### src/rtl/nsd_pkg.sv
`timescale 1ns / 1ps
// Shared types, codes and helper functions of the NMEA sentence decoder.
// Depends on nothing; every other file of the decoder but nsd_if uses it.
package nsd_pkg;

    typedef logic [3:0] t_kind;
    typedef logic [3:0] t_act;

    localparam t_kind KIND_OTHER = 4'd0;
    localparam t_kind KIND_RMC   = 4'd1;
    localparam t_kind KIND_GGA   = 4'd2;
    localparam t_kind KIND_GNS   = 4'd3;
    localparam t_kind KIND_ZDA   = 4'd4;
    localparam t_kind KIND_PUBX  = 4'd5;

    localparam t_act ACT_NONE   = 4'd0;
    localparam t_act ACT_TIME   = 4'd1;
    localparam t_act ACT_LAT    = 4'd2;
    localparam t_act ACT_NS     = 4'd3;
    localparam t_act ACT_LON    = 4'd4;
    localparam t_act ACT_EW     = 4'd5;
    localparam t_act ACT_SPEED  = 4'd6;
    localparam t_act ACT_COURSE = 4'd7;
    localparam t_act ACT_DATE   = 4'd8;
    localparam t_act ACT_SATS   = 4'd9;
    localparam t_act ACT_HDOP   = 4'd10;
    localparam t_act ACT_ALT    = 4'd11;
    localparam t_act ACT_RMC_OK = 4'd12;
    localparam t_act ACT_GGA_OK = 4'd13;
    localparam t_act ACT_NAV_OK = 4'd14;

    localparam logic [7:0] CH_NUL    = 8'h00;
    localparam logic [7:0] CH_TAB    = 8'h09;
    localparam logic [7:0] CH_LF     = 8'h0A;
    localparam logic [7:0] CH_VT     = 8'h0B;
    localparam logic [7:0] CH_FF     = 8'h0C;
    localparam logic [7:0] CH_CR     = 8'h0D;
    localparam logic [7:0] CH_SPACE  = 8'h20;
    localparam logic [7:0] CH_DOLLAR = 8'h24;
    localparam logic [7:0] CH_STAR   = 8'h2A;
    localparam logic [7:0] CH_PLUS   = 8'h2B;
    localparam logic [7:0] CH_COMMA  = 8'h2C;
    localparam logic [7:0] CH_MINUS  = 8'h2D;
    localparam logic [7:0] CH_DOT    = 8'h2E;
    localparam logic [7:0] CH_ZERO   = 8'h30;
    localparam logic [7:0] CH_NINE   = 8'h39;
    localparam logic [7:0] CH_UA     = 8'h41;
    localparam logic [7:0] CH_UD     = 8'h44;
    localparam logic [7:0] CH_UF     = 8'h46;
    localparam logic [7:0] CH_UG     = 8'h47;
    localparam logic [7:0] CH_UR     = 8'h52;
    localparam logic [7:0] CH_US     = 8'h53;
    localparam logic [7:0] CH_UW     = 8'h57;
    localparam logic [7:0] CH_LA     = 8'h61;
    localparam logic [7:0] CH_LF_HEX = 8'h66;

    localparam logic [31:0] BAD_ANGLE = 32'd999999999;
    localparam logic [31:0] BAD_ALL   = 32'hFFFF_FFFF;
    localparam logic [7:0]  BAD_SATS  = 8'hFF;

    // Term summary handed from the character accumulator to the sentence logic.
    typedef struct packed {
        t_kind       kind;
        logic [7:0]  c0;
        logic [7:0]  c1;
        logic [31:0] whole;
        logic [6:0]  rem;
        logic [16:0] frac;
        logic [31:0] hund;
        logic [7:0]  count;
    } t_term_sum;

    typedef struct packed {
        logic        valid;
        logic        is_lon;
        logic [31:0] whole;
        logic [6:0]  rem;
        logic [16:0] frac;
    } t_deg_req;

    typedef struct packed {
        logic        valid;
        logic        is_lon;
        logic [31:0] mag;
    } t_deg_res;

    function automatic logic is_digit(logic [7:0] c);
        return (c >= CH_ZERO) && (c <= CH_NINE);
    endfunction

    function automatic logic [7:0] hex_value(logic [7:0] c);
        logic [7:0] v;
        if (c >= CH_UA && c <= CH_UF) begin
            v = c - 8'd55;
        end else if (c >= CH_LA && c <= CH_LF_HEX) begin
            v = c - 8'd87;
        end else begin
            v = c - CH_ZERO;
        end
        return v;
    endfunction

    // Weight of the k-th fractional minute digit, in units of 1e-5 minute.
    function automatic logic [13:0] frac_weight(logic [4:0] k);
        logic [13:0] w;
        unique case (k)
            5'd0:    w = 14'd10000;
            5'd1:    w = 14'd1000;
            5'd2:    w = 14'd100;
            5'd3:    w = 14'd10;
            5'd4:    w = 14'd1;
            default: w = 14'd0;
        endcase
        return w;
    endfunction

    // Which field a term fills, from sentence kind, vendor message and term number.
    function automatic t_act action_for(t_kind kind, logic [7:0] msg, logic [4:0] t);
        t_act a;
        a = ACT_NONE;
        unique case (kind)
            KIND_RMC: begin
                unique case (t)
                    5'd1:    a = ACT_TIME;
                    5'd2:    a = ACT_RMC_OK;
                    5'd3:    a = ACT_LAT;
                    5'd4:    a = ACT_NS;
                    5'd5:    a = ACT_LON;
                    5'd6:    a = ACT_EW;
                    5'd7:    a = ACT_SPEED;
                    5'd8:    a = ACT_COURSE;
                    5'd9:    a = ACT_DATE;
                    default: a = ACT_NONE;
                endcase
            end
            KIND_GGA: begin
                unique case (t)
                    5'd1:    a = ACT_TIME;
                    5'd2:    a = ACT_LAT;
                    5'd3:    a = ACT_NS;
                    5'd4:    a = ACT_LON;
                    5'd5:    a = ACT_EW;
                    5'd6:    a = ACT_GGA_OK;
                    5'd7:    a = ACT_SATS;
                    5'd8:    a = ACT_HDOP;
                    5'd9:    a = ACT_ALT;
                    default: a = ACT_NONE;
                endcase
            end
            KIND_GNS: begin
                unique case (t)
                    5'd1:    a = ACT_TIME;
                    5'd2:    a = ACT_LAT;
                    5'd3:    a = ACT_NS;
                    5'd4:    a = ACT_LON;
                    5'd5:    a = ACT_EW;
                    5'd7:    a = ACT_SATS;
                    default: a = ACT_NONE;
                endcase
            end
            KIND_ZDA: begin
                a = (t == 5'd1) ? ACT_TIME : ACT_NONE;
            end
            KIND_PUBX: begin
                if (msg == 8'd4) begin
                    a = (t == 5'd2) ? ACT_TIME : ((t == 5'd3) ? ACT_DATE : ACT_NONE);
                end else if (msg == 8'd0) begin
                    unique case (t)
                        5'd2:    a = ACT_TIME;
                        5'd3:    a = ACT_LAT;
                        5'd4:    a = ACT_NS;
                        5'd5:    a = ACT_LON;
                        5'd6:    a = ACT_EW;
                        5'd7:    a = ACT_ALT;
                        5'd8:    a = ACT_NAV_OK;
                        5'd11:   a = ACT_SPEED;
                        5'd12:   a = ACT_COURSE;
                        5'd15:   a = ACT_HDOP;
                        5'd18:   a = ACT_SATS;
                        default: a = ACT_NONE;
                    endcase
                end
            end
            default: a = ACT_NONE;
        endcase
        return a;
    endfunction

endpackage

### src/rtl/nsd_if.sv
`timescale 1ns / 1ps
// Valid/ready channel interfaces of the NMEA sentence decoder.
// Depends on nothing; used by the decoder top level.
interface nsd_char_if;
    logic        valid;
    logic        ready;
    logic [7:0]  char_in;
    logic [31:0] now_ms;

    modport source(output valid, char_in, now_ms, input ready);
    modport sink(input valid, char_in, now_ms, output ready);
endinterface

interface nsd_fix_if;
    logic               valid;
    logic               ready;
    logic               sentence_valid;
    logic signed [31:0] latitude;
    logic signed [31:0] longitude;
    logic [31:0]        utc_time;
    logic [31:0]        utc_date;
    logic [31:0]        ground_speed;
    logic [31:0]        heading;
    logic signed [31:0] height;
    logic [31:0]        dilution;
    logic [7:0]         satellites;
    logic [31:0]        position_stamp_ms;
    logic [31:0]        time_stamp_ms;

    modport source(output valid, sentence_valid, latitude, longitude, utc_time, utc_date,
                   ground_speed, heading, height, dilution, satellites,
                   position_stamp_ms, time_stamp_ms, input ready);
    modport sink(input valid, sentence_valid, latitude, longitude, utc_time, utc_date,
                 ground_speed, heading, height, dilution, satellites,
                 position_stamp_ms, time_stamp_ms, output ready);
endinterface

### src/rtl/nmea_sentence_decoder_core.sv
`timescale 1ns / 1ps
// Top level of the NMEA 0183 sentence decoder: sentence control, pending and committed fixes.
// Depends on nsd_pkg, nsd_if, nsd_term_acc and nsd_deg_conv.

// The decoder takes one received character and a millisecond time stamp per
// word on i_char and returns one word per character on o_fix, carrying a
// sentence-valid flag and the last committed fix. It takes a new character
// every clock cycle while the output register is free; the result appears in
// the next cycle and waits in the output register, so a character is accepted
// whenever that register is empty or is being read in the same cycle.
// Numbers are parsed as the characters arrive, so at a term separator the
// time, speed, course, height, dilution, date and satellite count are ready
// at once. Latitude and longitude are converted to millionths of a degree
// by short combinational logic at the separator and written to the pending
// value in the same cycle, so a checksum that follows right behind a
// position term already sees it. Checksummed sentences of kind RMC, GGA,
// ZDA and the PUBX 00 and 04 messages update the committed values; GNS
// fields are parsed, not committed; there is no clearing pass after reset.
module nmea_sentence_decoder_core #(
    parameter int TERM_LEN = 15
) (
    input  logic     i_clk,
    input  logic     i_rst_n,
    nsd_char_if.sink   i_char,
    nsd_fix_if.source  o_fix
);

    logic                 accept;
    logic [7:0]           c;
    logic                 is_term;
    logic                 is_dollar;
    nsd_pkg::t_term_sum   sum;
    nsd_pkg::t_deg_req    deg_req;
    nsd_pkg::t_deg_res    deg_res;

    logic [4:0]           r_idx;
    logic [7:0]           r_par;
    logic                 r_inck;
    nsd_pkg::t_kind       r_kind;
    logic [7:0]           r_msg;
    logic                 r_fix;

    // Pending values, filled term by term.
    logic [31:0] r_p_time, r_p_date, r_p_lat, r_p_lon, r_p_speed, r_p_course;
    logic [31:0] r_p_alt, r_p_hdop, r_p_tstamp, r_p_pstamp;
    logic [7:0]  r_p_sats;
    logic        r_p_lat_neg, r_p_lon_neg;

    // Committed values.
    logic [31:0] r_c_time, r_c_date, r_c_lat, r_c_lon, r_c_speed, r_c_course;
    logic [31:0] r_c_alt, r_c_hdop, r_c_tstamp, r_c_pstamp;
    logic [7:0]  r_c_sats;
    logic [31:0] n_c_time, n_c_date, n_c_lat, n_c_lon, n_c_speed, n_c_course;
    logic [31:0] n_c_alt, n_c_hdop, n_c_tstamp, n_c_pstamp;
    logic [7:0]  n_c_sats;

    logic        r_o_valid;

    logic        fin_ck, fin_kind, fin_msg, fin_act;
    nsd_pkg::t_act act;
    logic [7:0]  par_eff;
    logic [7:0]  hi_hex, lo_hex, ck_sum;
    logic        ck_ok, valid_now;
    logic        k_rmc, k_gga, k_zda, k_pubx0, k_pubx4;

    assign i_char.ready = !r_o_valid || o_fix.ready;
    assign accept    = i_char.valid && i_char.ready;
    assign c         = i_char.char_in;
    assign is_term   = (c == nsd_pkg::CH_COMMA) || (c == nsd_pkg::CH_CR) ||
                       (c == nsd_pkg::CH_LF) || (c == nsd_pkg::CH_STAR);
    assign is_dollar = (c == nsd_pkg::CH_DOLLAR);

    nsd_term_acc #(
        .TERM_LEN(TERM_LEN)
    ) u_term_acc (
        .i_clk   (i_clk),
        .i_rst_n (i_rst_n),
        .i_step  (accept && !is_term && !is_dollar),
        .i_clear (accept && (is_term || is_dollar)),
        .i_char  (c),
        .o_sum   (sum)
    );

    // Every term closes through the same decode: the checksum term, the
    // sentence name, the PUBX message number, or a data field.
    assign fin_ck   = accept && is_term && r_inck;
    assign fin_kind = accept && is_term && !r_inck && (r_idx == 5'd0);
    assign fin_msg  = accept && is_term && !r_inck && (r_idx == 5'd1) &&
                      (r_kind == nsd_pkg::KIND_PUBX);
    assign fin_act  = accept && is_term && !r_inck && (r_idx != 5'd0) && !fin_msg &&
                      (r_kind != nsd_pkg::KIND_OTHER) && (sum.c0 != nsd_pkg::CH_NUL);
    assign act      = fin_act ? nsd_pkg::action_for(r_kind, r_msg, r_idx) : nsd_pkg::ACT_NONE;

    assign deg_req.valid  = (act == nsd_pkg::ACT_LAT) || (act == nsd_pkg::ACT_LON);
    assign deg_req.is_lon = (act == nsd_pkg::ACT_LON);
    assign deg_req.whole  = sum.whole;
    assign deg_req.rem    = sum.rem;
    assign deg_req.frac   = sum.frac;

    nsd_deg_conv u_deg_conv (
        .i_req   (deg_req),
        .o_res   (deg_res)
    );

    // The comma is part of the checksummed text, so the comparison sees it
    // when the checksum term itself ends on a comma.
    assign par_eff = (c == nsd_pkg::CH_COMMA) ? (r_par ^ c) : r_par;
    assign hi_hex  = nsd_pkg::hex_value(sum.c0);
    assign lo_hex  = nsd_pkg::hex_value(sum.c1);
    assign ck_sum  = {hi_hex[3:0], 4'd0} + lo_hex;
    assign ck_ok   = fin_ck && (ck_sum == par_eff);
    assign valid_now = ck_ok && r_fix;

    assign k_rmc   = (r_kind == nsd_pkg::KIND_RMC);
    assign k_gga   = (r_kind == nsd_pkg::KIND_GGA);
    assign k_zda   = (r_kind == nsd_pkg::KIND_ZDA);
    assign k_pubx0 = (r_kind == nsd_pkg::KIND_PUBX) && (r_msg == 8'd0);
    assign k_pubx4 = (r_kind == nsd_pkg::KIND_PUBX) && (r_msg == 8'd4);

    // Commit rules: time goes through on RMC, PUBX 04 and ZDA, date on RMC and
    // PUBX 04, even without a fix; all else needs the fix flag of this sentence.
    always_comb begin
        n_c_time   = r_c_time;
        n_c_date   = r_c_date;
        n_c_lat    = r_c_lat;
        n_c_lon    = r_c_lon;
        n_c_speed  = r_c_speed;
        n_c_course = r_c_course;
        n_c_alt    = r_c_alt;
        n_c_hdop   = r_c_hdop;
        n_c_sats   = r_c_sats;
        n_c_tstamp = r_c_tstamp;
        n_c_pstamp = r_c_pstamp;
        if (ck_ok && (k_rmc || k_pubx4 || k_zda)) begin
            n_c_time   = r_p_time;
            n_c_tstamp = r_p_tstamp;
        end
        if (ck_ok && (k_rmc || k_pubx4)) begin
            n_c_date = r_p_date;
        end
        if (valid_now) begin
            n_c_tstamp = r_p_tstamp;
            n_c_pstamp = r_p_pstamp;
            if (k_rmc || k_gga || k_pubx0) begin
                n_c_time = r_p_time;
                n_c_lat  = r_p_lat_neg ? (32'd0 - r_p_lat) : r_p_lat;
                n_c_lon  = r_p_lon_neg ? (32'd0 - r_p_lon) : r_p_lon;
            end
            if (k_rmc) begin
                n_c_date = r_p_date;
            end
            if (k_rmc || k_pubx0) begin
                n_c_speed  = r_p_speed;
                n_c_course = r_p_course;
            end
            if (k_gga || k_pubx0) begin
                n_c_alt  = r_p_alt;
                n_c_sats = r_p_sats;
                n_c_hdop = r_p_hdop;
            end
        end
    end

    // Sentence-level control state.
    always_ff @(posedge i_clk) begin
        if (!i_rst_n) begin
            r_idx  <= '0;
            r_par  <= '0;
            r_inck <= 1'b0;
            r_kind <= nsd_pkg::KIND_OTHER;
            r_msg  <= '0;
            r_fix  <= 1'b0;
        end else if (accept) begin
            if (is_term) begin
                r_par  <= par_eff;
                r_idx  <= (r_idx == 5'd31) ? r_idx : (r_idx + 5'd1);
                r_inck <= (c == nsd_pkg::CH_STAR);
                if (fin_kind) begin
                    r_kind <= sum.kind;
                end
                if (fin_msg) begin
                    r_msg <= sum.whole[7:0];
                end
                unique case (act)
                    nsd_pkg::ACT_RMC_OK: r_fix <= (sum.c0 == nsd_pkg::CH_UA);
                    nsd_pkg::ACT_GGA_OK: r_fix <= (sum.c0 > nsd_pkg::CH_ZERO);
                    nsd_pkg::ACT_NAV_OK: r_fix <= (sum.c0 == nsd_pkg::CH_UG) ||
                                                  ((sum.c0 == nsd_pkg::CH_UD) &&
                                                   (sum.c1 != nsd_pkg::CH_UR));
                    default: ;
                endcase
            end else if (is_dollar) begin
                r_idx  <= '0;
                r_par  <= '0;
                r_inck <= 1'b0;
                r_kind <= nsd_pkg::KIND_OTHER;
                r_fix  <= 1'b0;
            end else if (!r_inck) begin
                r_par <= r_par ^ c;
            end
        end
    end

    // Pending values.
    always_ff @(posedge i_clk) begin
        if (!i_rst_n) begin
            r_p_time    <= nsd_pkg::BAD_ALL;
            r_p_date    <= nsd_pkg::BAD_ALL;
            r_p_lat     <= nsd_pkg::BAD_ANGLE;
            r_p_lon     <= nsd_pkg::BAD_ANGLE;
            r_p_lat_neg <= 1'b0;
            r_p_lon_neg <= 1'b0;
            r_p_speed   <= nsd_pkg::BAD_ANGLE;
            r_p_course  <= nsd_pkg::BAD_ANGLE;
            r_p_alt     <= nsd_pkg::BAD_ANGLE;
            r_p_hdop    <= nsd_pkg::BAD_ALL;
            r_p_sats    <= nsd_pkg::BAD_SATS;
            r_p_tstamp  <= nsd_pkg::BAD_ALL;
            r_p_pstamp  <= nsd_pkg::BAD_ALL;
        end else begin
            if (deg_res.valid) begin
                if (deg_res.is_lon) begin
                    r_p_lon <= deg_res.mag;
                end else begin
                    r_p_lat <= deg_res.mag;
                end
            end
            unique case (act)
                nsd_pkg::ACT_TIME: begin
                    r_p_time   <= sum.hund;
                    r_p_tstamp <= i_char.now_ms;
                end
                nsd_pkg::ACT_LAT: begin
                    r_p_lat_neg <= 1'b0;
                    r_p_pstamp  <= i_char.now_ms;
                end
                nsd_pkg::ACT_NS: begin
                    if (sum.c0 == nsd_pkg::CH_US) begin
                        r_p_lat_neg <= !r_p_lat_neg;
                    end
                end
                nsd_pkg::ACT_LON:    r_p_lon_neg <= 1'b0;
                nsd_pkg::ACT_EW: begin
                    if (sum.c0 == nsd_pkg::CH_UW) begin
                        r_p_lon_neg <= !r_p_lon_neg;
                    end
                end
                nsd_pkg::ACT_SPEED:  r_p_speed  <= sum.hund;
                nsd_pkg::ACT_COURSE: r_p_course <= sum.hund;
                nsd_pkg::ACT_DATE:   r_p_date   <= sum.whole;
                nsd_pkg::ACT_SATS:   r_p_sats   <= sum.count;
                nsd_pkg::ACT_HDOP:   r_p_hdop   <= sum.hund;
                nsd_pkg::ACT_ALT:    r_p_alt    <= sum.hund;
                default: ;
            endcase
        end
    end

    // Committed values.
    always_ff @(posedge i_clk) begin
        if (!i_rst_n) begin
            r_c_time   <= nsd_pkg::BAD_ALL;
            r_c_date   <= nsd_pkg::BAD_ALL;
            r_c_lat    <= nsd_pkg::BAD_ANGLE;
            r_c_lon    <= nsd_pkg::BAD_ANGLE;
            r_c_speed  <= nsd_pkg::BAD_ANGLE;
            r_c_course <= nsd_pkg::BAD_ANGLE;
            r_c_alt    <= nsd_pkg::BAD_ANGLE;
            r_c_hdop   <= nsd_pkg::BAD_ALL;
            r_c_sats   <= nsd_pkg::BAD_SATS;
            r_c_tstamp <= nsd_pkg::BAD_ALL;
            r_c_pstamp <= nsd_pkg::BAD_ALL;
        end else if (accept) begin
            r_c_time   <= n_c_time;
            r_c_date   <= n_c_date;
            r_c_lat    <= n_c_lat;
            r_c_lon    <= n_c_lon;
            r_c_speed  <= n_c_speed;
            r_c_course <= n_c_course;
            r_c_alt    <= n_c_alt;
            r_c_hdop   <= n_c_hdop;
            r_c_sats   <= n_c_sats;
            r_c_tstamp <= n_c_tstamp;
            r_c_pstamp <= n_c_pstamp;
        end
    end

    // Output register: one result word per accepted character.
    always_ff @(posedge i_clk) begin
        if (!i_rst_n) begin
            r_o_valid <= 1'b0;
        end else if (accept) begin
            r_o_valid <= 1'b1;
        end else if (o_fix.ready) begin
            r_o_valid <= 1'b0;
        end
    end

    always_ff @(posedge i_clk) begin
        if (accept) begin
            o_fix.sentence_valid    <= valid_now;
            o_fix.latitude          <= n_c_lat;
            o_fix.longitude         <= n_c_lon;
            o_fix.utc_time          <= n_c_time;
            o_fix.utc_date          <= n_c_date;
            o_fix.ground_speed      <= n_c_speed;
            o_fix.heading           <= n_c_course;
            o_fix.height            <= n_c_alt;
            o_fix.dilution          <= n_c_hdop;
            o_fix.satellites        <= n_c_sats;
            o_fix.position_stamp_ms <= n_c_pstamp;
            o_fix.time_stamp_ms     <= n_c_tstamp;
        end
    end

    assign o_fix.valid = r_o_valid;

endmodule

### src/rtl/nsd_term_acc.sv
`timescale 1ns / 1ps
// Per-character term accumulator: keeps the head of the term and running number parsers.
// Depends on nsd_pkg.
module nsd_term_acc #(
    parameter int TERM_LEN = 15
) (
    input  logic                 i_clk,
    input  logic                 i_rst_n,
    input  logic                 i_step,
    input  logic                 i_clear,
    input  logic [7:0]           i_char,
    output nsd_pkg::t_term_sum   o_sum
);

    localparam int LW = $clog2(TERM_LEN);

    localparam logic [1:0] M_INT  = 2'd0;
    localparam logic [1:0] M_FRAC = 2'd1;
    localparam logic [1:0] M_DONE = 2'd2;

    localparam logic [1:0] H_INT  = 2'd0;
    localparam logic [1:0] H_DOT  = 2'd1;
    localparam logic [1:0] H_F1   = 2'd2;
    localparam logic [1:0] H_DONE = 2'd3;

    localparam logic [1:0] S_BLANK = 2'd0;
    localparam logic [1:0] S_DIG   = 2'd1;
    localparam logic [1:0] S_DONE  = 2'd2;

    logic [LW-1:0] r_len;
    logic [7:0]    r_txt [0:5];
    logic [31:0]   r_w;
    logic [6:0]    r_rem;
    logic [1:0]    r_mst;
    logic [LW-1:0] r_fk;
    logic [16:0]   r_fsum;
    logic          r_hneg;
    logic [31:0]   r_hi;
    logic [1:0]    r_hst;
    logic [3:0]    r_f1;
    logic [3:0]    r_f2;
    logic          r_sneg;
    logic [7:0]    r_sv;
    logic [1:0]    r_sst;

    logic          take;
    logic          dig;
    logic [3:0]    d;
    logic [35:0]   w_full;
    logic [10:0]   rem_sum;
    logic [21:0]   rem_prod;
    logic [3:0]    rem_q;
    logic [6:0]    rem_next;
    logic [31:0]   hi_next;
    logic [16:0]   fsum_next;
    logic          blank;
    logic [7:0]    ch [0:5];
    logic [31:0]   hund_abs;
    logic [7:0]    sv_next;

    assign take = i_step && !i_clear && (r_len < LW'(TERM_LEN - 1));
    assign dig  = nsd_pkg::is_digit(i_char);
    assign d    = 4'(i_char - nsd_pkg::CH_ZERO);

    // Whole-degree digits wrap at 32 bits; the value mod 100 follows the wrap
    // because 2^32 mod 100 is 96, so each carry-out adds 4 modulo 100.
    assign w_full   = ({4'd0, r_w} << 3) + ({4'd0, r_w} << 1) + 36'(d);
    assign rem_sum  = 11'(r_rem) * 11'd10 + 11'(d) + 11'(w_full[35:32]) * 11'd4;
    assign rem_prod = 22'(rem_sum) * 22'd1311;
    assign rem_q    = rem_prod[20:17];
    assign rem_next = 7'(rem_sum - 11'(rem_q) * 11'd100);
    assign hi_next  = (r_hi << 3) + (r_hi << 1) + 32'(d);
    assign sv_next  = 8'((r_sv << 3) + (r_sv << 1) + 8'(d));
    assign fsum_next = r_fsum + 17'(nsd_pkg::frac_weight(5'(r_fk)) * 14'(d));
    assign blank = (i_char == nsd_pkg::CH_SPACE) || (i_char == nsd_pkg::CH_TAB) ||
                   (i_char == nsd_pkg::CH_VT) || (i_char == nsd_pkg::CH_FF);

    always_ff @(posedge i_clk) begin
        if (!i_rst_n || i_clear) begin
            r_len  <= '0;
            r_w    <= '0;
            r_rem  <= '0;
            r_mst  <= M_INT;
            r_fk   <= '0;
            r_fsum <= '0;
            r_hneg <= 1'b0;
            r_hi   <= '0;
            r_hst  <= H_INT;
            r_f1   <= '0;
            r_f2   <= '0;
            r_sneg <= 1'b0;
            r_sv   <= '0;
            r_sst  <= S_BLANK;
        end else if (take) begin
            r_len <= r_len + LW'(1);

            unique case (r_mst)
                M_INT: begin
                    if (dig) begin
                        r_w   <= w_full[31:0];
                        r_rem <= rem_next;
                    end else if (i_char == nsd_pkg::CH_DOT) begin
                        r_mst <= M_FRAC;
                    end else begin
                        r_mst <= M_DONE;
                    end
                end
                M_FRAC: begin
                    if (dig) begin
                        r_fsum <= fsum_next;
                        r_fk   <= r_fk + LW'(1);
                    end else begin
                        r_mst <= M_DONE;
                    end
                end
                default: ;
            endcase

            unique case (r_hst)
                H_INT: begin
                    if (r_len == '0 && i_char == nsd_pkg::CH_MINUS) begin
                        r_hneg <= 1'b1;
                    end else if (dig) begin
                        r_hi <= hi_next;
                    end else if (i_char == nsd_pkg::CH_DOT) begin
                        r_hst <= H_DOT;
                    end else begin
                        r_hst <= H_DONE;
                    end
                end
                H_DOT: begin
                    if (dig) begin
                        r_f1  <= d;
                        r_hst <= H_F1;
                    end else begin
                        r_hst <= H_DONE;
                    end
                end
                H_F1: begin
                    if (dig) begin
                        r_f2 <= d;
                    end
                    r_hst <= H_DONE;
                end
                default: ;
            endcase

            unique case (r_sst)
                S_BLANK: begin
                    if (blank) begin
                        r_sst <= S_BLANK;
                    end else if (i_char == nsd_pkg::CH_MINUS || i_char == nsd_pkg::CH_PLUS) begin
                        r_sneg <= (i_char == nsd_pkg::CH_MINUS);
                        r_sst  <= S_DIG;
                    end else if (dig) begin
                        r_sv  <= 8'(d);
                        r_sst <= S_DIG;
                    end else begin
                        r_sst <= S_DONE;
                    end
                end
                S_DIG: begin
                    if (dig) begin
                        r_sv <= sv_next;
                    end else begin
                        r_sst <= S_DONE;
                    end
                end
                default: ;
            endcase
        end
    end

    // Head of the term; unwritten places are never read past the length.
    always_ff @(posedge i_clk) begin
        if (take && r_len < LW'(6)) begin
            r_txt[3'(r_len)] <= i_char;
        end
    end

    always_comb begin
        for (int i = 0; i < 6; i++) begin
            ch[i] = (r_len > LW'(i)) ? r_txt[i] : nsd_pkg::CH_NUL;
        end
    end

    assign hund_abs = (r_hi << 6) + (r_hi << 5) + (r_hi << 2) +
                      32'(r_f1) * 32'd10 + 32'(r_f2);

    always_comb begin
        logic tail5;
        logic tail4;
        tail5 = (ch[5] == nsd_pkg::CH_NUL);
        tail4 = (ch[4] == nsd_pkg::CH_NUL);
        o_sum.kind = nsd_pkg::KIND_OTHER;
        if (ch[0] == "G" && ch[2] == "R" && ch[3] == "M" && ch[4] == "C" && tail5 &&
            (ch[1] == "P" || ch[1] == "N")) begin
            o_sum.kind = nsd_pkg::KIND_RMC;
        end else if (ch[0] == "G" && ch[1] == "P" && ch[2] == "G" && ch[3] == "G" &&
                     ch[4] == "A" && tail5) begin
            o_sum.kind = nsd_pkg::KIND_GGA;
        end else if (ch[0] == "G" && ch[1] == "N" && ch[2] == "G" && ch[3] == "N" &&
                     ch[4] == "S" && tail5) begin
            o_sum.kind = nsd_pkg::KIND_GNS;
        end else if (ch[0] == "G" && ch[1] == "P" && ch[2] == "Z" && ch[3] == "D" &&
                     ch[4] == "A" && tail5) begin
            o_sum.kind = nsd_pkg::KIND_ZDA;
        end else if (ch[0] == "P" && ch[1] == "U" && ch[2] == "B" && ch[3] == "X" && tail4) begin
            o_sum.kind = nsd_pkg::KIND_PUBX;
        end
        o_sum.c0    = ch[0];
        o_sum.c1    = ch[1];
        o_sum.whole = r_w;
        o_sum.rem   = r_rem;
        o_sum.frac  = r_fsum;
        o_sum.hund  = r_hneg ? (32'd0 - hund_abs) : hund_abs;
        o_sum.count = r_sneg ? (8'd0 - r_sv) : r_sv;
    end

endmodule

### src/rtl/nsd_deg_conv.sv
`timescale 1ns / 1ps
// Combinational conversion of ddmm.mmmm digits into millionths of a degree.
// Depends on nsd_pkg.
module nsd_deg_conv (
    input  nsd_pkg::t_deg_req  i_req,
    output nsd_pkg::t_deg_res  o_res
);

    // Division by 6 of values below 2^25 by reciprocal multiply.
    localparam logic [47:0] RECIP6  = 48'd11184811;

    logic [31:0] whole_part;
    logic [23:0] minutes;
    logic [47:0] div6;

    // The whole number minus its remainder mod 100 is an exact multiple of
    // 100, so whole degrees times one million is that difference times 10000,
    // which also holds modulo 2^32.
    assign whole_part = (i_req.whole - 32'(i_req.rem)) * 32'd10000;
    assign minutes    = 24'(i_req.rem) * 24'd100000 + 24'(i_req.frac) + 24'd3;
    assign div6       = 48'(minutes) * RECIP6;

    assign o_res.valid  = i_req.valid;
    assign o_res.is_lon = i_req.is_lon;
    assign o_res.mag    = whole_part + 32'(div6[46:26]);

endmodule

### src/flat_wrapper.sv
// flat-port wrapper written by rule: the top's interface ports become plain ports
module nmea_sentence_decoder_core_flat 
#(
    parameter int TERM_LEN = 15
)
  (i_clk, i_rst_n, i_char_valid, i_char_char_in, i_char_now_ms, i_char_ready, o_fix_valid, o_fix_sentence_valid, o_fix_latitude, o_fix_longitude, o_fix_utc_time, o_fix_utc_date, o_fix_ground_speed, o_fix_heading, o_fix_height, o_fix_dilution, o_fix_satellites, o_fix_position_stamp_ms, o_fix_time_stamp_ms, o_fix_ready);
  nsd_char_if i_char_i ();
  nsd_fix_if o_fix_i ();
  input  logic i_clk;
  input  logic i_rst_n;
  input wire logic [$bits(i_char_i.valid)-1:0] i_char_valid;
  input wire logic [$bits(i_char_i.char_in)-1:0] i_char_char_in;
  input wire logic [$bits(i_char_i.now_ms)-1:0] i_char_now_ms;
  output wire logic [$bits(i_char_i.ready)-1:0] i_char_ready;
  output wire logic [$bits(o_fix_i.valid)-1:0] o_fix_valid;
  output wire logic [$bits(o_fix_i.sentence_valid)-1:0] o_fix_sentence_valid;
  output wire logic [$bits(o_fix_i.latitude)-1:0] o_fix_latitude;
  output wire logic [$bits(o_fix_i.longitude)-1:0] o_fix_longitude;
  output wire logic [$bits(o_fix_i.utc_time)-1:0] o_fix_utc_time;
  output wire logic [$bits(o_fix_i.utc_date)-1:0] o_fix_utc_date;
  output wire logic [$bits(o_fix_i.ground_speed)-1:0] o_fix_ground_speed;
  output wire logic [$bits(o_fix_i.heading)-1:0] o_fix_heading;
  output wire logic [$bits(o_fix_i.height)-1:0] o_fix_height;
  output wire logic [$bits(o_fix_i.dilution)-1:0] o_fix_dilution;
  output wire logic [$bits(o_fix_i.satellites)-1:0] o_fix_satellites;
  output wire logic [$bits(o_fix_i.position_stamp_ms)-1:0] o_fix_position_stamp_ms;
  output wire logic [$bits(o_fix_i.time_stamp_ms)-1:0] o_fix_time_stamp_ms;
  input wire logic [$bits(o_fix_i.ready)-1:0] o_fix_ready;
  assign i_char_i.valid = i_char_valid;
  assign i_char_i.char_in = i_char_char_in;
  assign i_char_i.now_ms = i_char_now_ms;
  assign i_char_ready = i_char_i.ready;
  assign o_fix_valid = o_fix_i.valid;
  assign o_fix_sentence_valid = o_fix_i.sentence_valid;
  assign o_fix_latitude = o_fix_i.latitude;
  assign o_fix_longitude = o_fix_i.longitude;
  assign o_fix_utc_time = o_fix_i.utc_time;
  assign o_fix_utc_date = o_fix_i.utc_date;
  assign o_fix_ground_speed = o_fix_i.ground_speed;
  assign o_fix_heading = o_fix_i.heading;
  assign o_fix_height = o_fix_i.height;
  assign o_fix_dilution = o_fix_i.dilution;
  assign o_fix_satellites = o_fix_i.satellites;
  assign o_fix_position_stamp_ms = o_fix_i.position_stamp_ms;
  assign o_fix_time_stamp_ms = o_fix_i.time_stamp_ms;
  assign o_fix_i.ready = o_fix_ready;
  nmea_sentence_decoder_core #(.TERM_LEN(TERM_LEN)) u_core (.i_clk(i_clk), .i_rst_n(i_rst_n), .i_char(i_char_i), .o_fix(o_fix_i));
endmodule
### config.mk
export PLATFORM = sky130hd
export DESIGN_NAME = nmea_sentence_decoder_core_flat
export DESIGN_NICKNAME = d
export VERILOG_FILES = /design/src/rtl/nsd_pkg.sv /design/src/rtl/nsd_if.sv /design/src/rtl/nmea_sentence_decoder_core.sv /design/src/rtl/nsd_term_acc.sv /design/src/rtl/nsd_deg_conv.sv /design/src/flat_wrapper.sv
export SDC_FILE = /design/constraint.sdc
export NUM_CORES = 2
export LEC_CHECK = 0
export ABC_AREA = 0
export BUFFER_PORTS_ARGS = -buffer_cell sky130_fd_sc_hd__clkbuf_2
export CAP_MARGIN = 20
export CORE_AREA = 8 8 375 377
export CTS_BUF_LIST = sky130_fd_sc_hd__clkbuf_4 sky130_fd_sc_hd__clkbuf_8
export DETAILED_ROUTE_END_ITERATION = 16
export DIE_AREA = 0 0 383 385
export GPL_ROUTABILITY_DRIVEN = 0
export PLACE_DENSITY = 0.71
export SYNTH_ARGS = -nofsm -noshare
export SYNTH_HDL_FRONTEND = slang
export SYNTH_SLANG_ARGS = --single-unit
### constraint.sdc
create_clock -name i_clk -period 17.25 [get_ports i_clk]
set_clock_uncertainty 0.05 [all_clocks]
set_input_delay 2.5875 -clock i_clk [delete_from_list [all_inputs] [get_ports i_clk]]
set_output_delay 2.5875 -clock i_clk [all_outputs]
set_load 0.01 [all_outputs]
==> run_results.csv <==
group,metric,value,unit
outcome,run_status,"completed",
yosys,synth_sequential_area_ratio,37.5,%
clock_tree,cts-buffers-inserted,190,
yosys,synthArstFlopShare,0,%
worst_setup_path,worst_setup_path_end_kind,"register",
timing,max_freq,0.0680,GHz
pwr,power.share.combinational,10.5,%
final_layout,finalNetCount,8936,
worst_setup_path,most_repeated_library_cell_on_the_critical_path,"ha_1",
floorplanning,initial_utilization,54.6,%
yosys,syn_area_per_cell,9.92,um2
yosys,yosysUniqueCellTypes,91,
placed_design,placement.io_buffers,374,
final_layout,largest-register,"u_core.u_term_acc.r_txt",
pwr,power_density,76.6,nW/um2
placed_design,detailed_place_hpwl,139,mm
clock_tree,cts_buffer_depth,3,
worst_setup_path,worst_ep_arrival_time,15460,ps
routing,wl,186,mm
timing,finalCritPeriodShare,85.3,%
routing,drtPass1Iterations,5,
floorplanning,io_pins,375,
timing,worst_hold_slack,407,ps
worst_setup_path,source_of_the_worst_register_to_register_timing_path,"u_core.u_term_acc.r_rem[6]$_SDFFE_PP0P_",
clock_tree,numClockSinks,1190,
yosys,synth_cells,7412,
timing,timing.slew.headroom,17.4,%
global_route,vias_in_the_first_global_route,53400,
timing,sum_of_negative_setup_slack,0,ps
global_route,grt_pass1_wl,292,mm
routing,post_route_drc,0,
yosys,number_of_warnings_issued_by_yosys,0,
global_route,antenna_found_initial,3,
yosys,synth_top_area_cell,"dfxtp_1",
worst_setup_path,ff2ff_setup_slack,2540,ps
clock_tree,cts.hold.buffers_added,0,
worst_setup_path,crit_path_start_kind,"register",
min_path,number_of_stages_on_the_worst_hold_path,2,
clock_tree,cts_setup_buffers,0,
yosys,yosysMostFrequentCell,"dfxtp_1",
clock_tree,clock_tree_from_tritoncts,"built",
clock_tree,cts.clk_slew.worst_paths,70,ps
floorplanning,rows,135,
pwr,p_int,4600,uW
global_route,grt_start_max_net_pins,172,
pwr,power.share.switching,26.3,%
final_layout,layout-area-overhead-vs-synth,10.8,%
floorplanning,core_footprint,135000,um2
worst_setup_path,r2r_end,"u_core.r_p_lat[28]$_SDFFE_PN1P_",
floorplanning,chip_width,383,um
routing,wl_per_cell,19.2,um
final_layout,postLayoutCellArea,81500,um2
final_layout,drive_above_1_share,14.5,%
pwr,cellLeakagePower,0.0361,uW
timing,hold_viol,0,
min_path,hold_path.class,"reg2reg",
timing,final_setup_violation_count,0,
yosys,syn-num-nets,8591,
worst_setup_path,critical_path.max_fanout,6,
timing,worst-slew-pin-transition,1240,ps
yosys,synth.cells.most_frequent,"dfxtp_1 (813), nand2_1 (799), inv_1 (785)",
yosys,synth.ff_latch_count,1190,
yosys,synth.area.top_cells,"dfxtp_1 (22%), edfxtp_1 (15%), ha_1 (13%), fa_1 (11%), nand2_1 (4.1%)",
run,max_cap_violations,0,
global_route,grt_overflow_total,0,
yosys,synth-edff-count,377,
clock_tree,ctsResizeCount,0,
floorplanning,die_area,147000,um2
clock_tree,clock_latency,980,ps
worst_setup_path,required,18000,ps
final_layout,finalNonFillerCells,9707,
yosys,netlist.area_leader.share,22.1,%
timing,rsz0062_at_grt,"false",
pwr,p_seq_share,46.7,%
worst_setup_path,worst-setup-path-type,"reg2reg",
placed_design,detailed_place.area,77100,um2
floorplanning,chipHeight,385,um
yosys,combined_area_of_all_synthesized_cells,73500,um2
worst_setup_path,worst_path_largest_cell_delay,810,ps
timing,period_minus_slack,14710,ps
yosys,dominantRegCellSynth,"dfxtp_1",
pwr,irDropWorstVdd,0.0000755,V
routing,vias_per_cell,5.63,
worst_setup_path,worst_path_dominant_cell_family,"adder cells",
min_path,timing.hold.worst.start,"u_core.r_p_alt[16]$_SDFFE_PN0N_",
timing,timing.final.max_slew_violations,0,
timing,setup_ws,2540,ps
pwr,power.share.clock,42.9,%
worst_setup_path,critPathSlowestCell,"nor4b_1",
worst_setup_path,ff2ff_path_depth,50,
routing,first_iter_violations,4099,
min_path,timing.hold.worst_endpoint,"u_core.r_p_alt[16]$_SDFFE_PN0N_",
global_route,grtUsageTotal,24.6,%
worst_setup_path,cp.buffers_inverters,7,
placed_design,detailedPlace.worstSlack,2850,ps
routing,antenna_violating_nets_post_route,0,
final_layout,fill_cells,11100,
final_layout,largest_reg_flops,48,
placed_design,place.detailed.instances,9341,
pwr,netSwitchingPower,1640,uW
routing,dr_total_vias,54600,
clock_tree,clk_root_buffer_cell,"clkbuf_8",
clock_tree,htree_num_levels,4,
## cell type report
cell class                 count  area (um2)  share of cell area [%]
multi-input combinational   5149       42000                    51.5
sequential                  1190       27600                    33.9
clock buffer                 284        3510                    4.31
inverter                     787        2970                    3.64
timing repair buffer         439        2410                    2.96
tap                         1781        2230                    2.73
clock inverter                73         793                   0.974
antenna                        4        10.0                  0.0123
## power by group through the flow
stage	combinational [uW]	clock (uW)	sequential, uW
3_5_place_dp	648	0	2970
4_1_cts	654	2730	2910
3_3_place_gp	632	0	2970
5_1_grt	740	2850	2910
6_report	653	2680	2910
2_1_floorplan	460	0	2990
## placed cells by master, fill, tap and decap left out, drive strengths merged, types with 30 or more instances in the layout
| cell | count |
|---|---|
| and3 | 42 |
| or2 | 280 |
| nor2b | 34 |
| a31oi | 37 |
| a21o | 92 |
| or3 | 30 |
| nor2 | 348 |
| ha | 747 |
| clkbuf | 657 |
| and2 | 84 |
| nor3 | 101 |
| dfxtp | 813 |
| o211ai | 167 |
| fa | 388 |
| buf | 66 |
| nand2 | 799 |
| xor2 | 143 |
| o21a | 49 |
| o31ai | 38 |
| mux2 | 269 |
| edfxtp | 377 |
| xnor2 | 229 |
| a21oi | 319 |
| nand3 | 226 |
| inv | 797 |
| a211oi | 60 |
| clkinv | 51 |
| nand2b | 46 |
| o21ai | 232 |
## routing by layer
metal | vias to the layer above | routed length (um) | share of wire [%] | global-route usage (%)
li1 | 26100 | - | - | -
met1 | 26500 | 82100 | 44 | 33.3
met2 | 1678 | 86500 | 46 | 40.3
met3 | 306 | 11600 | 6.2 | 3.98
met4 | 4 | 6010 | 3.2 | 8.43
met5 | - | 23 | 0.012 | 0.0661
## worst max-delay path by stage
stage | slack [ps] | end | start | cells after the start
detailed placement | 2850 | u_core.r_p_lat[28]$_SDFFE_PN1P_ | u_core.u_term_acc.r_rem[6]$_SDFFE_PP0P_ | 50
CTS | 2760 | u_core.r_p_lat[28]$_SDFFE_PN1P_ | u_core.u_term_acc.r_rem[6]$_SDFFE_PP0P_ | 50
global route | 1630 | u_core.r_p_lat[28]$_SDFFE_PN1P_ | u_core.u_term_acc.r_rem[6]$_SDFFE_PP0P_ | 50
floorplan | 4550 | u_core.u_term_acc.r_rem[6]$_SDFFE_PP0P_ | i_char_char_in[3] | 45
global placement | 3280 | u_core.u_term_acc.r_rem[6]$_SDFFE_PP0P_ | i_char_char_in[3] | 49
finish | 2540 | u_core.r_p_lat[28]$_SDFFE_PN1P_ | u_core.u_term_acc.r_rem[6]$_SDFFE_PP0P_ | 50
## stage by stage
step	power [uW]	util (%)
final	6240	60.5
after global routing	6510	60.5
after CTS	6300	60.5
after detailed placement	3620	57.3
after global placement	3610	57.3
after floorplan	3450	-
## worst register-to-register path: cells and delay by family, from the launching register on
kind,cells,cell delay (ps)
compound gates,16,3570
xor+xnor,3,790
fa+ha+maj,15,5990
buf+inv,7,400
flops,1,500
simple gates,9,3240
## cells by family after synthesis
kind of cell | Yosys count | synth area share, %
AND/OR/NAND/NOR | 2141 | 14.0
XOR/XNOR | 372 | 4.43
adder cells (fa/ha/maj) | 1135 | 23.3
buffers and inverters | 1073 | 5.52
flip-flops | 1190 | 37.5
multiplexers | 293 | 4.45
AO/OA/AOI/OAI | 1208 | 10.8
Note: power is estimated with default switching activity, not from simulation.
